File: src/rtl/ili_pkg.sv
// Shared types and codes for the indexed list block.
package ili_pkg;

  // Widths of the item fields.
  localparam int ACTION_W = 3;
  localparam int INDEX_W  = 7;
  localparam int DATA_W   = 32;
  localparam int COUNT_W  = 7;
  localparam int STATUS_W = 2;

  // Position bus to the cells, wide enough for a capacity of 1024.
  localparam int POS_W = 11;

  localparam logic [ACTION_W-1:0] ACT_INSERT = 3'd0;
  localparam logic [ACTION_W-1:0] ACT_APPEND = 3'd1;
  localparam logic [ACTION_W-1:0] ACT_REMOVE = 3'd2;
  localparam logic [ACTION_W-1:0] ACT_READ   = 3'd3;
  localparam logic [ACTION_W-1:0] ACT_WRITE  = 3'd4;
  localparam logic [ACTION_W-1:0] ACT_CLEAR  = 3'd5;

  localparam logic [STATUS_W-1:0] ST_OK    = 2'd0;
  localparam logic [STATUS_W-1:0] ST_RANGE = 2'd1;
  localparam logic [STATUS_W-1:0] ST_EMPTY = 2'd2;
  localparam logic [STATUS_W-1:0] ST_FULL  = 2'd3;

  typedef struct packed {
    logic [ACTION_W-1:0] action;
    logic [INDEX_W-1:0]  index;
    logic [DATA_W-1:0]   write_data;
  } req_t;

  typedef struct packed {
    logic [DATA_W-1:0]   read_data;
    logic [COUNT_W-1:0]  count;
    logic [STATUS_W-1:0] status;
  } rsp_t;

  typedef enum logic [2:0] {
    CELL_HOLD,
    CELL_INSERT,
    CELL_REMOVE,
    CELL_WRITE,
    CELL_READ
  } cell_op_t;

  typedef struct packed {
    cell_op_t         op;
    logic [POS_W-1:0] pos;
  } cell_ctrl_t;

endpackage

File: src/rtl/ili_cell.sv
// One element cell of the list chain.
module ili_cell #(
  parameter int IDX = 0,
  parameter int EW  = 32
) (
  input  logic                clk,
  input  ili_pkg::cell_ctrl_t ctrl,
  input  logic [EW-1:0]       wdata,
  input  logic [EW-1:0]       from_left,
  input  logic [EW-1:0]       from_right,
  output logic [EW-1:0]       data,
  output logic                hit
);
  import ili_pkg::*;

  localparam logic [POS_W-1:0] MY_POS = POS_W'(IDX);

  // Insert moves every cell above the position one place up; remove pulls every cell
  // at or above the position one place down. Cells past the count hold don't-care data.
  always_ff @(posedge clk) begin
    case (ctrl.op)
      CELL_INSERT: begin
        if (MY_POS > ctrl.pos) begin
          data <= from_left;
        end else if (MY_POS == ctrl.pos) begin
          data <= wdata;
        end
      end
      CELL_REMOVE: begin
        if (MY_POS >= ctrl.pos) begin
          data <= from_right;
        end
      end
      CELL_WRITE: begin
        if (MY_POS == ctrl.pos) begin
          data <= wdata;
        end
      end
      default: begin
      end
    endcase
  end

  assign hit = (ctrl.op == CELL_READ) && (MY_POS == ctrl.pos);

endmodule

File: config.mk
export PLATFORM = sky130hd
export DESIGN_NAME = ili_cell
export DESIGN_NICKNAME = d
export VERILOG_FILES = /design/src/rtl/ili_pkg.sv /design/src/rtl/ili_cell.sv
export SDC_FILE = /design/constraint.sdc
export NUM_CORES = 1
export LEC_CHECK = 0
export BUFFER_PORTS_ARGS = -buffer_cell sky130_fd_sc_hd__buf_2
export CORE_ASPECT_RATIO = 2
export CORE_MARGIN = 2
export CORE_UTILIZATION = 37
export CTS_BUF_LIST = sky130_fd_sc_hd__clkbuf_8 sky130_fd_sc_hd__clkbuf_16
export CTS_CLUSTER_DIAMETER = 150
export DETAILED_ROUTE_END_ITERATION = 16
export GPL_TIMING_DRIVEN = 0
export PLACE_DENSITY = 0.87
export SKIP_CTS_REPAIR_TIMING = 1
export SLEW_MARGIN = 20
export SYNTH_ARGS = -nofsm -noshare
export SYNTH_HDL_FRONTEND = slang
export SYNTH_SLANG_ARGS = --single-unit
File: constraint.sdc
create_clock -name clk -period 2.9 [get_ports clk]
set_input_delay 0.435 -clock clk [delete_from_list [all_inputs] [get_ports clk]]
set_output_delay 0.435 -clock clk [all_outputs]
set_load 0.01 [all_outputs]
* Word level (Yosys, flattened, before mapping)
Index checks and enable logic that the tools add are counted.
W data, S select, Z words.
** Word-level totals
- Output and inout port bits :: 33
- Memory bits (read-only) :: 0
- Register bits after elaboration :: 32
- RAM bits :: 0
- Logic and storage cells :: 16
- Latch bits :: 0
- Bits of input ports :: 111
- Memories :: 0
** Cells by class
- Divide/modulo/power cells :: 0
- $mul :: 0
- Add/sub/neg operators :: 0
- Order comparisons :: 2
- Reductions and logical operators :: 4
- Muxes and demuxes :: 4
- Bitwise logic cells :: 0
- Equality and inequality tests :: 5
- Shift-type cells :: 0
** Operators with widths (count)
- $mux W32 :: 3
- $pmux W32 S3 :: 1
- $ge A1 B11 Y1 const A :: 1
- $gt A1 B11 Y1 const A :: 1
- $logic_not A11 Y1 :: 1
- $eq A3 B2 Y1 const B :: 2
- $eq A3 B1 Y1 const B :: 1
- $eq A3 B3 Y1 const B :: 1
- $reduce_bool A3 Y1 :: 1
- $ne A2 B2 Y1 const B :: 1
- $reduce_and A2 Y1 :: 1
- $logic_and A1 B1 Y1 :: 1

* Depth between registers and ports, before layout
Gate-level depths: netlist (run 1).
- Word-level depth :: 4
- Mapped depth :: 4
- Depth with buffers taken out :: 3

* Least setup slack after synthesis (run 1)
OpenSTA, ideal clock, no wires.
- Kind :: input to register
- From :: input ctrl[8] (netlist name)
- To :: register data[0] (enable)
- Setup slack :: 0.165 ns
- Arrival :: 2.314 ns
- Required time :: 2.479 ns
- Stages :: 3
- Path buffers :: 0
- Cell sequence :: nor4_4 -> a41oi_1 -> nor2_1
** On the way
- Cells in the longest elaborated chain, start to end :: 3
** RTL lines
- start, declared :: RTL line ili_cell.sv:7 : input ili_pkg::cell_ctrl_t ctrl,
- $ge A1 B11 Y1 :: RTL line ili_cell.sv:30 : if (MY_POS >= ctrl.pos) begin
- $ne A2 B2 Y1 (no line)
- $reduce_and A2 Y1 (no line)
- end signal, assigned :: RTL line ili_cell.sv:26 : data <= wdata;
- end signal, assigned :: RTL line ili_cell.sv:31 : data <= from_right;
- end signal, assigned :: RTL line ili_cell.sv:36 : data <= wdata;
- end, declared :: RTL line ili_cell.sv:11 : output logic [EW-1:0] data,
No other way between the ends.
A chain may end at the register's enable or synchronous reset.

* Worst setup path in the final report (run 1)
- From :: input ctrl[8] (netlist name)
- To :: output hit
** On the way
- Cells in the longest elaborated chain, start to end :: 2
** RTL lines
- $logic_not A11 Y1 :: RTL line ili_cell.sv:44 : assign hit = (ctrl.op == CELL_READ) && (MY_POS == ctrl.pos);
- $logic_and A1 B1 Y1 :: RTL line ili_cell.sv:44
- end, declared :: RTL line ili_cell.sv:12 : output logic hit
No other way between the ends.

==> results of run 1 <==
[logic make-up (layout without fill, tap and decap cells)]
family,count (synthesis),count (layout),synth area share
and+or+nand+nor,8,8,0.0543
AOI/OAI and AO/OA,1,1,0.00447
muxes,64,64,0.426
buffers and inverters,6,125,0.0249
DFF,32,32,0.491
[cell usage in the layout (no fill, tap or decap), drive strengths merged]
| master | synthesis | final |
|---|---|---|
| clkinv | 0 | 2 |
| clkbuf | 0 | 5 |
| mux2 | 64 | 64 |
| buf | 6 | 118 |
| nor3 | 1 | 1 |
| nor4 | 2 | 2 |
| nand3 | 1 | 1 |
| nand4b | 1 | 1 |
| nor3b | 1 | 1 |
| a41oi | 1 | 1 |
| nor2 | 1 | 1 |
| edfxtp | 32 | 32 |
| nor4b | 1 | 1 |
[stage by stage]
stage	total power, W	instance area [sq um]	setup TNS (ns)
final	0.00105	2700	0
after global routing	0.00109	2700	0
after CTS	0.00107	2700	0
after detailed placement	0.000742	2620	0
after global placement	0.000729	2590	-21.17
after floorplan	0.000649	1960	0
[power by group through the flow]
stage	registers [W]	logic, W	clock network, W
floorplan	0.000564	0.0000847	0
global placement	0.000555	0.000174	0
detailed placement	0.000554	0.000187	0
CTS	0.000545	0.000187	0.000333
global route	0.000547	0.000200	0.000348
finish	0.000545	0.000184	0.000317
[synthesized netlist by cell type]
cell	number	share of area
a41oi_1	1	0.0045
nor4_4	2	0.022
nor3b_2	1	0.0064
nor2_1	1	0.0019
mux2_4	30	0.23
buf_6	3	0.017
mux2_2	34	0.20
nor4b_1	1	0.0045
buf_2	3	0.0077
nand4b_4	1	0.012
edfxtp_1	32	0.49
nor3_2	1	0.0051
nand3_1	1	0.0026
[worst max-delay path, cell delays in order]
cell and delay [ns]:
buf_2 0.11, nor4_4 0.41, nand3_1 0.14, nor4b_1 0.27, buf_2 0.18
[worst max-delay path by stage]
stage	start	end	slack, ns	cells past startpoint
3_5_place_dp	ctrl[8]	data[13]$_DFFE_PP_	0.66	5
4_1_cts	ctrl[7]	hit	0.90	5
5_1_grt	ctrl[8]	hit	0.85	5
3_3_place_gp	ctrl[7]	data[12]$_DFFE_PP_	-0.66	4
6_report	ctrl[8]	hit	0.92	5
2_1_floorplan	ctrl[8]	data[0]$_DFFE_PP_	0.17	3
[cell type report]
| cell class | instances | area, sq um |
|---|---|---|
| repair buffers | 112 | 583 |
| plain buffers | 6 | 48.8 |
| well taps | 58 | 72.6 |
| multi-input cells | 73 | 956 |
| clock inverters | 2 | 7.51 |
| clock buffers | 5 | 68.8 |
| fillers | 444 | 2440 |
| flip-flops and latches | 32 | 961 |
[layer usage]
| layer | share of wire | vias up | global-route usage |
|---|---|---|---|
| li1 | - | 676 | - |
| met5 | 0 | - | 0 |
| met1 | 0.32 | 670 | 0.142 |
| met3 | 0.073 | 9 | 0.0446 |
| met2 | 0.59 | 83 | 0.315 |
| met4 | 0.025 | 0 | 0.0714 |
==> summary.md, run 1 <==
| Metric | Value |
|---|---|
| Largest register FFs | 32 |
| Hold_ws | around 0.45 ns |
| Pins Over Slew Limit | 0 |
| Sw Pwr | about 0.00024 W |
| Clock Tree Buf Depth | 2 |
| Mapped Cells | 111 |
| Total number of H-tree levels | 2 |
| Most flop-heavy register | data |
| Max_cap viols | 0 |
| I/O pins | 144 |
| Non-Filler Instances | 288 |
| Status | finished, final reports clean |
| Final ANT Viol Nets | 0 |
| Drt drc | 0 |
| Share of power burned in the clock network | 0.303 |
| Final core occ | 0.525 |
| Nets@finish | ~340 |
| HPWL Detailed | 3.75 mm |
| WL final | roughly 4.5 mm |
| Final Cycle Share | 0.684 |
| Via/cell ratio | 4.99 |
| DR iter-0 viols | 27 |
| # port buffers | roughly 110 |
| Chip width | roughly 55 um |
| Vias after detailed routing | between 1,000 and 1,500 |
| Pre-Repair DR Iteration Count | 2 |
| Remaining Overflow, GRT | 0 |
| Seq/Total Area, Yosys | 0.491 |
| Leak pwr | between 1 and 1.5 nW |
| Hold EP | data[14]$_DFFE_PP_ |
| Cell-internal power | roughly 0.00081 W |
| Min cycle time layout | a little under 2 ns |
| Worst-Margin Slew | 0.568 ns |
| # setup viols final | 0 |
| Seq cells post-synth | 32 |
| Clk sinks | 32 |
| Share of cells above drive strength 1 | 0.839 |
| Initial antenna violation count | 0 |
| P per Cell Area | 388 nW/um^2 |
| Crit Path Class | in -> out |
| Flop pwr share | 0.521 |
| Hold path cells | 2 |
| Worst-Skew Late Latency | roughly 0.28 ns |
| Number of global-route vias before repair | ~1,600 |
| Fmax | approximately 500 MHz |
| Worst vdd ir | between 0.3 and 0.4 mV |
| Routed WL per cell | approximately 16 um |
| Synth warn | 0 |
| RD Place Congestion | around 0.79 |
| Total CTS buffers | 5 |
| Hold_sp | wdata[14] |
| Reg2reg end | data[28]$_DFFE_PP_ |
| ANT cells | 0 |
| Worst min path class | in -> reg |
| Setup crit end kind | output port |
| TritonCTS clock tree | yes |
| Clk_skew | 0 ns |
| RR Startpoint | data[28]$_DFFE_PP_ |
| Max_slew headroom | 0.620 |
| Root Buffer | clkbuf_8 |
| Syn_nets | approximately 220 |
| Die Footprint | 5930 sq um |
| Initial Utilization | 0.381 |
| Die H | about 110 um |
| FF-to-FF path depth | 2 |
| P&R area growth vs syn | 37.8% |
| GRT Util Overall | 0.159 |
| Placed cell count | approximately 280 |
| CTS clk-pin slew, worst paths | around 0.07 ns |
| Combinational Power Share | 0.176 |
| Net Sw Frac | 0.227 |
| RSZ-0062 raised after global routing | no |
| Worst Path Max Fanout | 3 |
| Arr. time, crit path | about 1.6 ns |
| Data required, critical path | 2.47 ns |
| Post-route setup slack | between 0.9 and 1 ns |
| Worst setup SP type | primary input |
| Synthesized cell area | 1960 sq um |
| DP Worst Slack | approximately 0.66 ns |
| Largest net degree at the start of global routing | 18 |
| Core Box Area | 5140 sq um |
| R2r setup slk | 1.71 ns |
| Row cnt | 37 |
| Fin. Hold Viols | 0 |
| First-pass GRT wire length | 7.20 mm |
| Biggest regs | data (32) |
| Synth unique cells | 13 |
| Avg Cell Area, Syn | 17.6 sq um |
No activity file was read; power rests on OpenSTA's default activity.
==> run 2, diff against run 1 <==
Clock period 2.9 ns to 1.65 ns, I/O delays scaled along.
==> summary.md, run 2 (same netlist as run 1, synthesis figures left out) <==
| Metric | Value |
|---|---|
| P&R area growth vs syn | 39.4% (was 37.8%) |
| Largest register FFs | 32 (unchanged) |
| Worst min path class | in -> reg (unchanged) |
| Die Footprint | 5930 sq um (unchanged) |
| Arr. time, crit path | 1.64 ns (was 1.55 ns) |
| Setup crit end kind | flip-flop (was output port) |
| Hold_sp | wdata[10] (was wdata[14]) |
| I/O pins | 144 (unchanged) |
| HPWL Detailed | 3.71 mm (was 3.75 mm) |
| Via/cell ratio | 4.95 (was 4.99) |
| GR Layer Usage met1 | 0.170 (was 0.142) |
| Sw Pwr | 0.000432 W (was 0.000237 W) |
| Biggest regs | data (32) (unchanged) |
| Initial antenna violation count | 0 (unchanged) |
| # port buffers | 111 (unchanged) |
| Placed cell areas | 2600 sq um (was 2620 sq um) |
| Total CTS buffers | 5 (unchanged) |
| Most common cell after layout, fill and taps aside | buf_2 (unchanged) |
| Cell-internal power | 0.00143 W (was 0.000809 W) |
| Min cycle time layout | ~1.6 ns |
| Pins Over Slew Limit | 0 (unchanged) |
| First-pass GRT wire length | 7.22 mm (was 7.20 mm) |
| Max_cap viols | 0 (unchanged) |
| Most frequent cells in the layout | buf_2, mux2_2, edfxtp_1 (unchanged) |
| Max_slew headroom | 0.660 (was 0.620) |
| Fin. Hold Viols | 0 (unchanged) |
| Routed WL per cell | 16.6 um (was 15.7 um) |
| Share of cells above drive strength 1 | 0.842 (was 0.839) |
| CTS clk-pin slew, worst paths | 0.07 ns (about the same) |
| RD Place Congestion | 0.774 (was 0.795) |
| Worst vdd ir | 0.640 mV (was 0.328 mV) |
| Leak pwr | 1.30 nW (was 1.29 nW) |
| ANT cells | 0 (unchanged) |
| TritonCTS clock tree | yes (unchanged) |
| Total number of H-tree levels | 2 (unchanged) |
| Final ANT Viol Nets | 0 (unchanged) |
| DP Worst Slack | -0.459 ns (was 0.658 ns) |
| Nets@finish | 344 (was 341) |
| Worst-Skew Late Latency | 0.28 ns (about the same) |
| Clk_skew | 0 ns (unchanged) |
| Combinational Power Share | 0.179 (was 0.176) |
| DR iter-0 viols | 26 (was 27) |
| RR Startpoint | data[1]$_DFFE_PP_ (was data[28]$_DFFE_PP_) |
| Final Cycle Share | 0.969 |
| Root Buffer | clkbuf_8 (unchanged) |
| Post-route setup slack | 0.0515 ns (was 0.918 ns) |
| Vias after detailed routing | 1,446 (was 1,438) |
| Net Sw Frac | 0.233 (was 0.227) |
| Drt drc | 0 (unchanged) |
| Status | finished, final reports clean (unchanged) |
| Hold_ws | 0.256 ns (was 0.448 ns) |
| Pre-Repair DR Iteration Count | 4 (was 2) |
| # setup viols final | 0 (unchanged) |
| Worst setup SP type | primary input (unchanged) |
| GR Util met2 | 0.290 (was 0.315) |
| Clk sinks | 32 (unchanged) |
| GRT busiest layer | met2 (unchanged) |
| Data required, critical path | 1.69 ns (was 2.47 ns) |
| Number of global-route vias before repair | 1,517 (was 1,604) |
| Largest net degree at the start of global routing | 33 (was 18) |
| Remaining Overflow, GRT | 0 (unchanged) |
| Most flop-heavy register | data (unchanged) |
| Met3 Use GR | 0.0422 (was 0.0446) |
| Chip width | 55.4 um (unchanged) |
| Flop pwr share | 0.515 (was 0.521) |
| Fmax | around 630 MHz |
| Share of power burned in the clock network | 0.306 (was 0.303) |
| P per Cell Area | 681 nW/um^2 (was 388 nW/um^2) |
| Crit Path Class | in -> reg (was in -> out) |
| Worst Path Max Fanout | 10 (was 3) |
| Die H | 107 um (unchanged) |
| GRT Util Overall | 0.163 (was 0.159) |
| Setup crit start | ctrl[13] (was ctrl[8]) |
| WL final | 4.86 mm (was 4.53 mm) |
| Worst-Margin Slew | 0.509 ns (was 0.568 ns) |
| Initial Utilization | 0.381 (unchanged) |
| Post-route cell area | 2730 sq um (was 2700 sq um) |
| Core Box Area | 5140 sq um (unchanged) |
| Row cnt | 37 (unchanged) |
| Clock Tree Buf Depth | 2 (unchanged) |
==> run 2: cell type report <==
type                    count  area (sq um)
repair buffers            114           578
clock inverters             3          11.3
flip-flops and latches     32           961
well taps                  58          72.6
plain buffers               6          56.3
clock buffers               5          68.8
multi-input cells          74           981
fillers                   456          2410
==> run 2: worst paths after layout <==
check	endpoint	slack [ns]	depth (start not counted)
worst max-delay path	data[22]$_DFFE_PP_	0.05	5
worst min-delay path	data[10]$_DFFE_PP_	0.26	2
worst max register to register	data[1]$_DFFE_PP_	0.46	2
worst min register to register	data[17]$_DFFE_PP_	0.70	2
==> run 2: layer usage <==
layer / vias up / wire (um) / share of wire
met5: - / 0 / 0
met4: 0 / 139 / 0.029
met3: 10 / 228 / 0.047
met2: 65 / 2700 / 0.56
met1: 685 / 1790 / 0.37
li1: 686 / - / -
==> run 2: worst max-delay path, stage by stage <==
cell,delay [ns]
buf_2,0.16
nor3b_4,0.31
clkbuf_4,0.30
mux2_2,0.37
mux2_4,0.26
==> run 2: power by group through the flow <==
stage	clock network (W)	registers (W)	logic (W)
3_5_place_dp	0	0.000974	0.000323
2_1_floorplan	0	0.000990	0.000151
4_1_cts	0.000597	0.000957	0.000324
5_1_grt	0.000622	0.000961	0.000359
6_report	0.000568	0.000957	0.000332
3_3_place_gp	0	0.000972	0.000313
==> run 2: per-stage QoR <==
| stage | instances | utilization | TNS (ns) | power (W) |
|---|---|---|---|---|
| final | 292 | 0.531 | 0 | 0.00186 |
| after global routing | 292 | 0.531 | -0.0127 | 0.00194 |
| after CTS | 288 | 0.522 | -6.26 | 0.00188 |
| after detailed placement | 280 | 0.506 | -25.38 | 0.00130 |
| after global placement | 280 | 0.506 | -23.68 | 0.00129 |
| after floorplan | 111 | - | -2.07 | 0.00114 |
==> run 3, diff against run 2 <==
Settings changed: CORE_UTILIZATION 37 to 44, PLACE_DENSITY 0.87 to 0.95.
Clock period 1.65 ns to 2 ns, I/O delays scaled along.
==> summary.md, run 3 (same netlist as run 1, synthesis figures left out) <==
| Metric | Value |
|---|---|
| Status | finished, final reports clean (unchanged) |
| Worst-Skew Late Latency | 0.27 ns (was 0.28 ns) |
| Most flop-heavy register | data (unchanged) |
| Worst-Margin Slew | 0.917 ns (was 0.509 ns) |
| P per Cell Area | 611 nW/um^2 (was 681 nW/um^2) |
| Worst setup SP type | primary input (unchanged) |
| Worst min path class | in -> reg (unchanged) |
| FF-to-FF path depth | 2 (unchanged) |
| Worst vdd ir | 0.602 mV (was 0.640 mV) |
| RD Place Congestion | 0.732 (was 0.774) |
| Die Footprint | 5030 sq um (was 5930 sq um) |
| P&R area growth vs syn | 37.6% (was 39.4%) |
| TritonCTS clock tree | yes (unchanged) |
| # setup viols final | 0 (unchanged) |
| Leak pwr | 1.29 nW (was 1.30 nW) |
| Reg2reg end | data[14]$_DFFE_PP_ (was data[1]$_DFFE_PP_) |
| Max_slew headroom | 0.388 (was 0.660) |
| Most frequent cells in the layout | buf_2, mux2_2, edfxtp_1 (unchanged) |
| Hold_sp | wdata[5] (was wdata[10]) |
| Core Box Area | 4300 sq um (was 5140 sq um) |
| Number of global-route vias before repair | 1,502 (was 1,517) |
| Vias after detailed routing | 1,420 (was 1,446) |
| Data required, critical path | 1.90 ns (was 1.69 ns) |
| Final core occ | 0.627 (was 0.531) |
| Row cnt | 34 (was 37) |
| Drt drc | 0 (unchanged) |
| R2r setup slk | 0.78 ns (was 0.46 ns) |
| Fmax | 535 MHz |
| Largest net degree at the start of global routing | 33 (unchanged) |
| Largest register FFs | 32 (unchanged) |
| WL final | 4.63 mm (was 4.86 mm) |
| Final ANT Viol Nets | 0 (unchanged) |
| DP Worst Slack | -0.182 ns (was -0.459 ns) |
| Pre-Repair DR Iteration Count | 4 (unchanged) |
| Initial Utilization | 0.456 (was 0.381) |
| CTS clk-pin slew, worst paths | 0.07 ns (about the same) |
| RR Startpoint | data[14]$_DFFE_PP_ (was data[1]$_DFFE_PP_) |
| I/O pins | 144 (unchanged) |
| HPWL Detailed | 3.69 mm (was 3.71 mm) |
| Crit Path Class | in -> reg (unchanged) |
| Fin. Hold Viols | 0 (unchanged) |
| First-pass GRT wire length | 6.94 mm (was 7.22 mm) |
| Min cycle time layout | about 1.9 ns |
| Chip width | 51.2 um (was 55.4 um) |
| Worst Path Max Fanout | 32 (was 10) |
| Clock Tree Buf Depth | 2 (unchanged) |
| Root Buffer | clkbuf_8 (unchanged) |
| Biggest regs | data (32) (unchanged) |
| Remaining Overflow, GRT | 0 (unchanged) |
| Die H | 98.3 um (was 107 um) |
| Routed WL per cell | 16.3 um (was 16.6 um) |
| Clk sinks | 32 (unchanged) |
| Final Cycle Share | 0.935 |
| Max_cap viols | 0 (unchanged) |
| Nets@finish | 340 (was 344) |
| RSZ-0062 raised after global routing | no |
| Placed cell count | 276 (was 280) |
| GRT Util Overall | 0.187 (was 0.163) |
| Via/cell ratio | 5.00 (was 4.95) |
| Share of cells above drive strength 1 | 0.839 (was 0.842) |
| Pins Over Slew Limit | 0 (unchanged) |
| Total CTS buffers | 5 (unchanged) |
| Arr. time, crit path | 1.77 ns (was 1.64 ns) |
| DR iter-0 viols | 19 (was 26) |
| # port buffers | 111 (unchanged) |
| Clk_skew | 0 ns (unchanged) |
| Initial antenna violation count | 0 (unchanged) |
| Non-Filler Instances | 284 (was 292) |
| Total number of H-tree levels | 2 (unchanged) |
| Hold path cells | 2 (unchanged) |
| Most common cell after layout, fill and taps aside | buf_2 (unchanged) |
| Hold EP | data[5]$_DFFE_PP_ (was data[10]$_DFFE_PP_) |
| Setup TNS | 0 ns (unchanged) |
| Setup crit end kind | flip-flop (unchanged) |
| ANT cells | 0 (unchanged) |
| Post-route setup slack | 0.129 ns (was 0.0515 ns) |
| Hold_ws | 0.320 ns (was 0.256 ns) |
## run 3: cell types whose count changed in the layout (fill, tap and decap cells not counted)
cell | previous run | this run
nor3b_4 | 1 | 0
a41oi_1 | 0 | 1
a41oi_2 | 1 | 0
clkinv_1 | 1 | 2
nor3b_2 | 0 | 1
clkbuf_4 | 3 | 0
bufinv_16 | 0 | 1
buf_2 | 111 | 114
nor2_4 | 2 | 1
inv_1 | 2 | 0
buf_4 | 3 | 0
## run 3: worst max-delay path by stage
stage	startpoint	end	depth (start not counted)
finish	ctrl[7]	data[13]$_DFFE_PP_	4
global route	ctrl[7]	data[13]$_DFFE_PP_	4
CTS	ctrl[7]	data[13]$_DFFE_PP_	4
detailed placement	ctrl[7]	data[9]$_DFFE_PP_	4
global placement	ctrl[8]	data[9]$_DFFE_PP_	4
floorplan	ctrl[8]	data[0]$_DFFE_PP_	3
## run 3: area by class of cell
type	count	area [sq um]
clock inverters	3	37.5
plain buffers	6	48.8
well taps	54	67.6
multi-input cells	73	956
fillers	371	1600
repair buffers	111	556
clock buffers	5	68.8
flip-flops and latches	32	961
## run 3: power breakdown
group	leakage [nW]	switching, W	internal (W)
sequential	0.300	0.0000134	0.000776
combinational	0.935	0.000102	0.000162
clock	0.0532	0.000229	0.000363
total	1.29	0.000345	0.00130
## run 3: stage by stage
stage                     cell area (sq um)  total power (W)
after detailed placement               2590          0.00107
after CTS                              2700          0.00166
after floorplan                        1970         0.000941
after global routing                   2700          0.00171
final                                  2700          0.00165
after global placement                 2590          0.00106
## run 3: per-layer routing
metal  global-route usage  vias up  part of all wire
met4               0.0665        0             0.023
met5                    0        -                 0
met2                0.355       72              0.57
met3               0.0443       11             0.074
met1                0.186      659              0.33
li1                     -      678                 -
## run 3: critical path, stage by stage
cell     delay (ns)
buf_2          0.11
nor4_4         0.38
a41oi_1        0.22
nor2_4         0.74
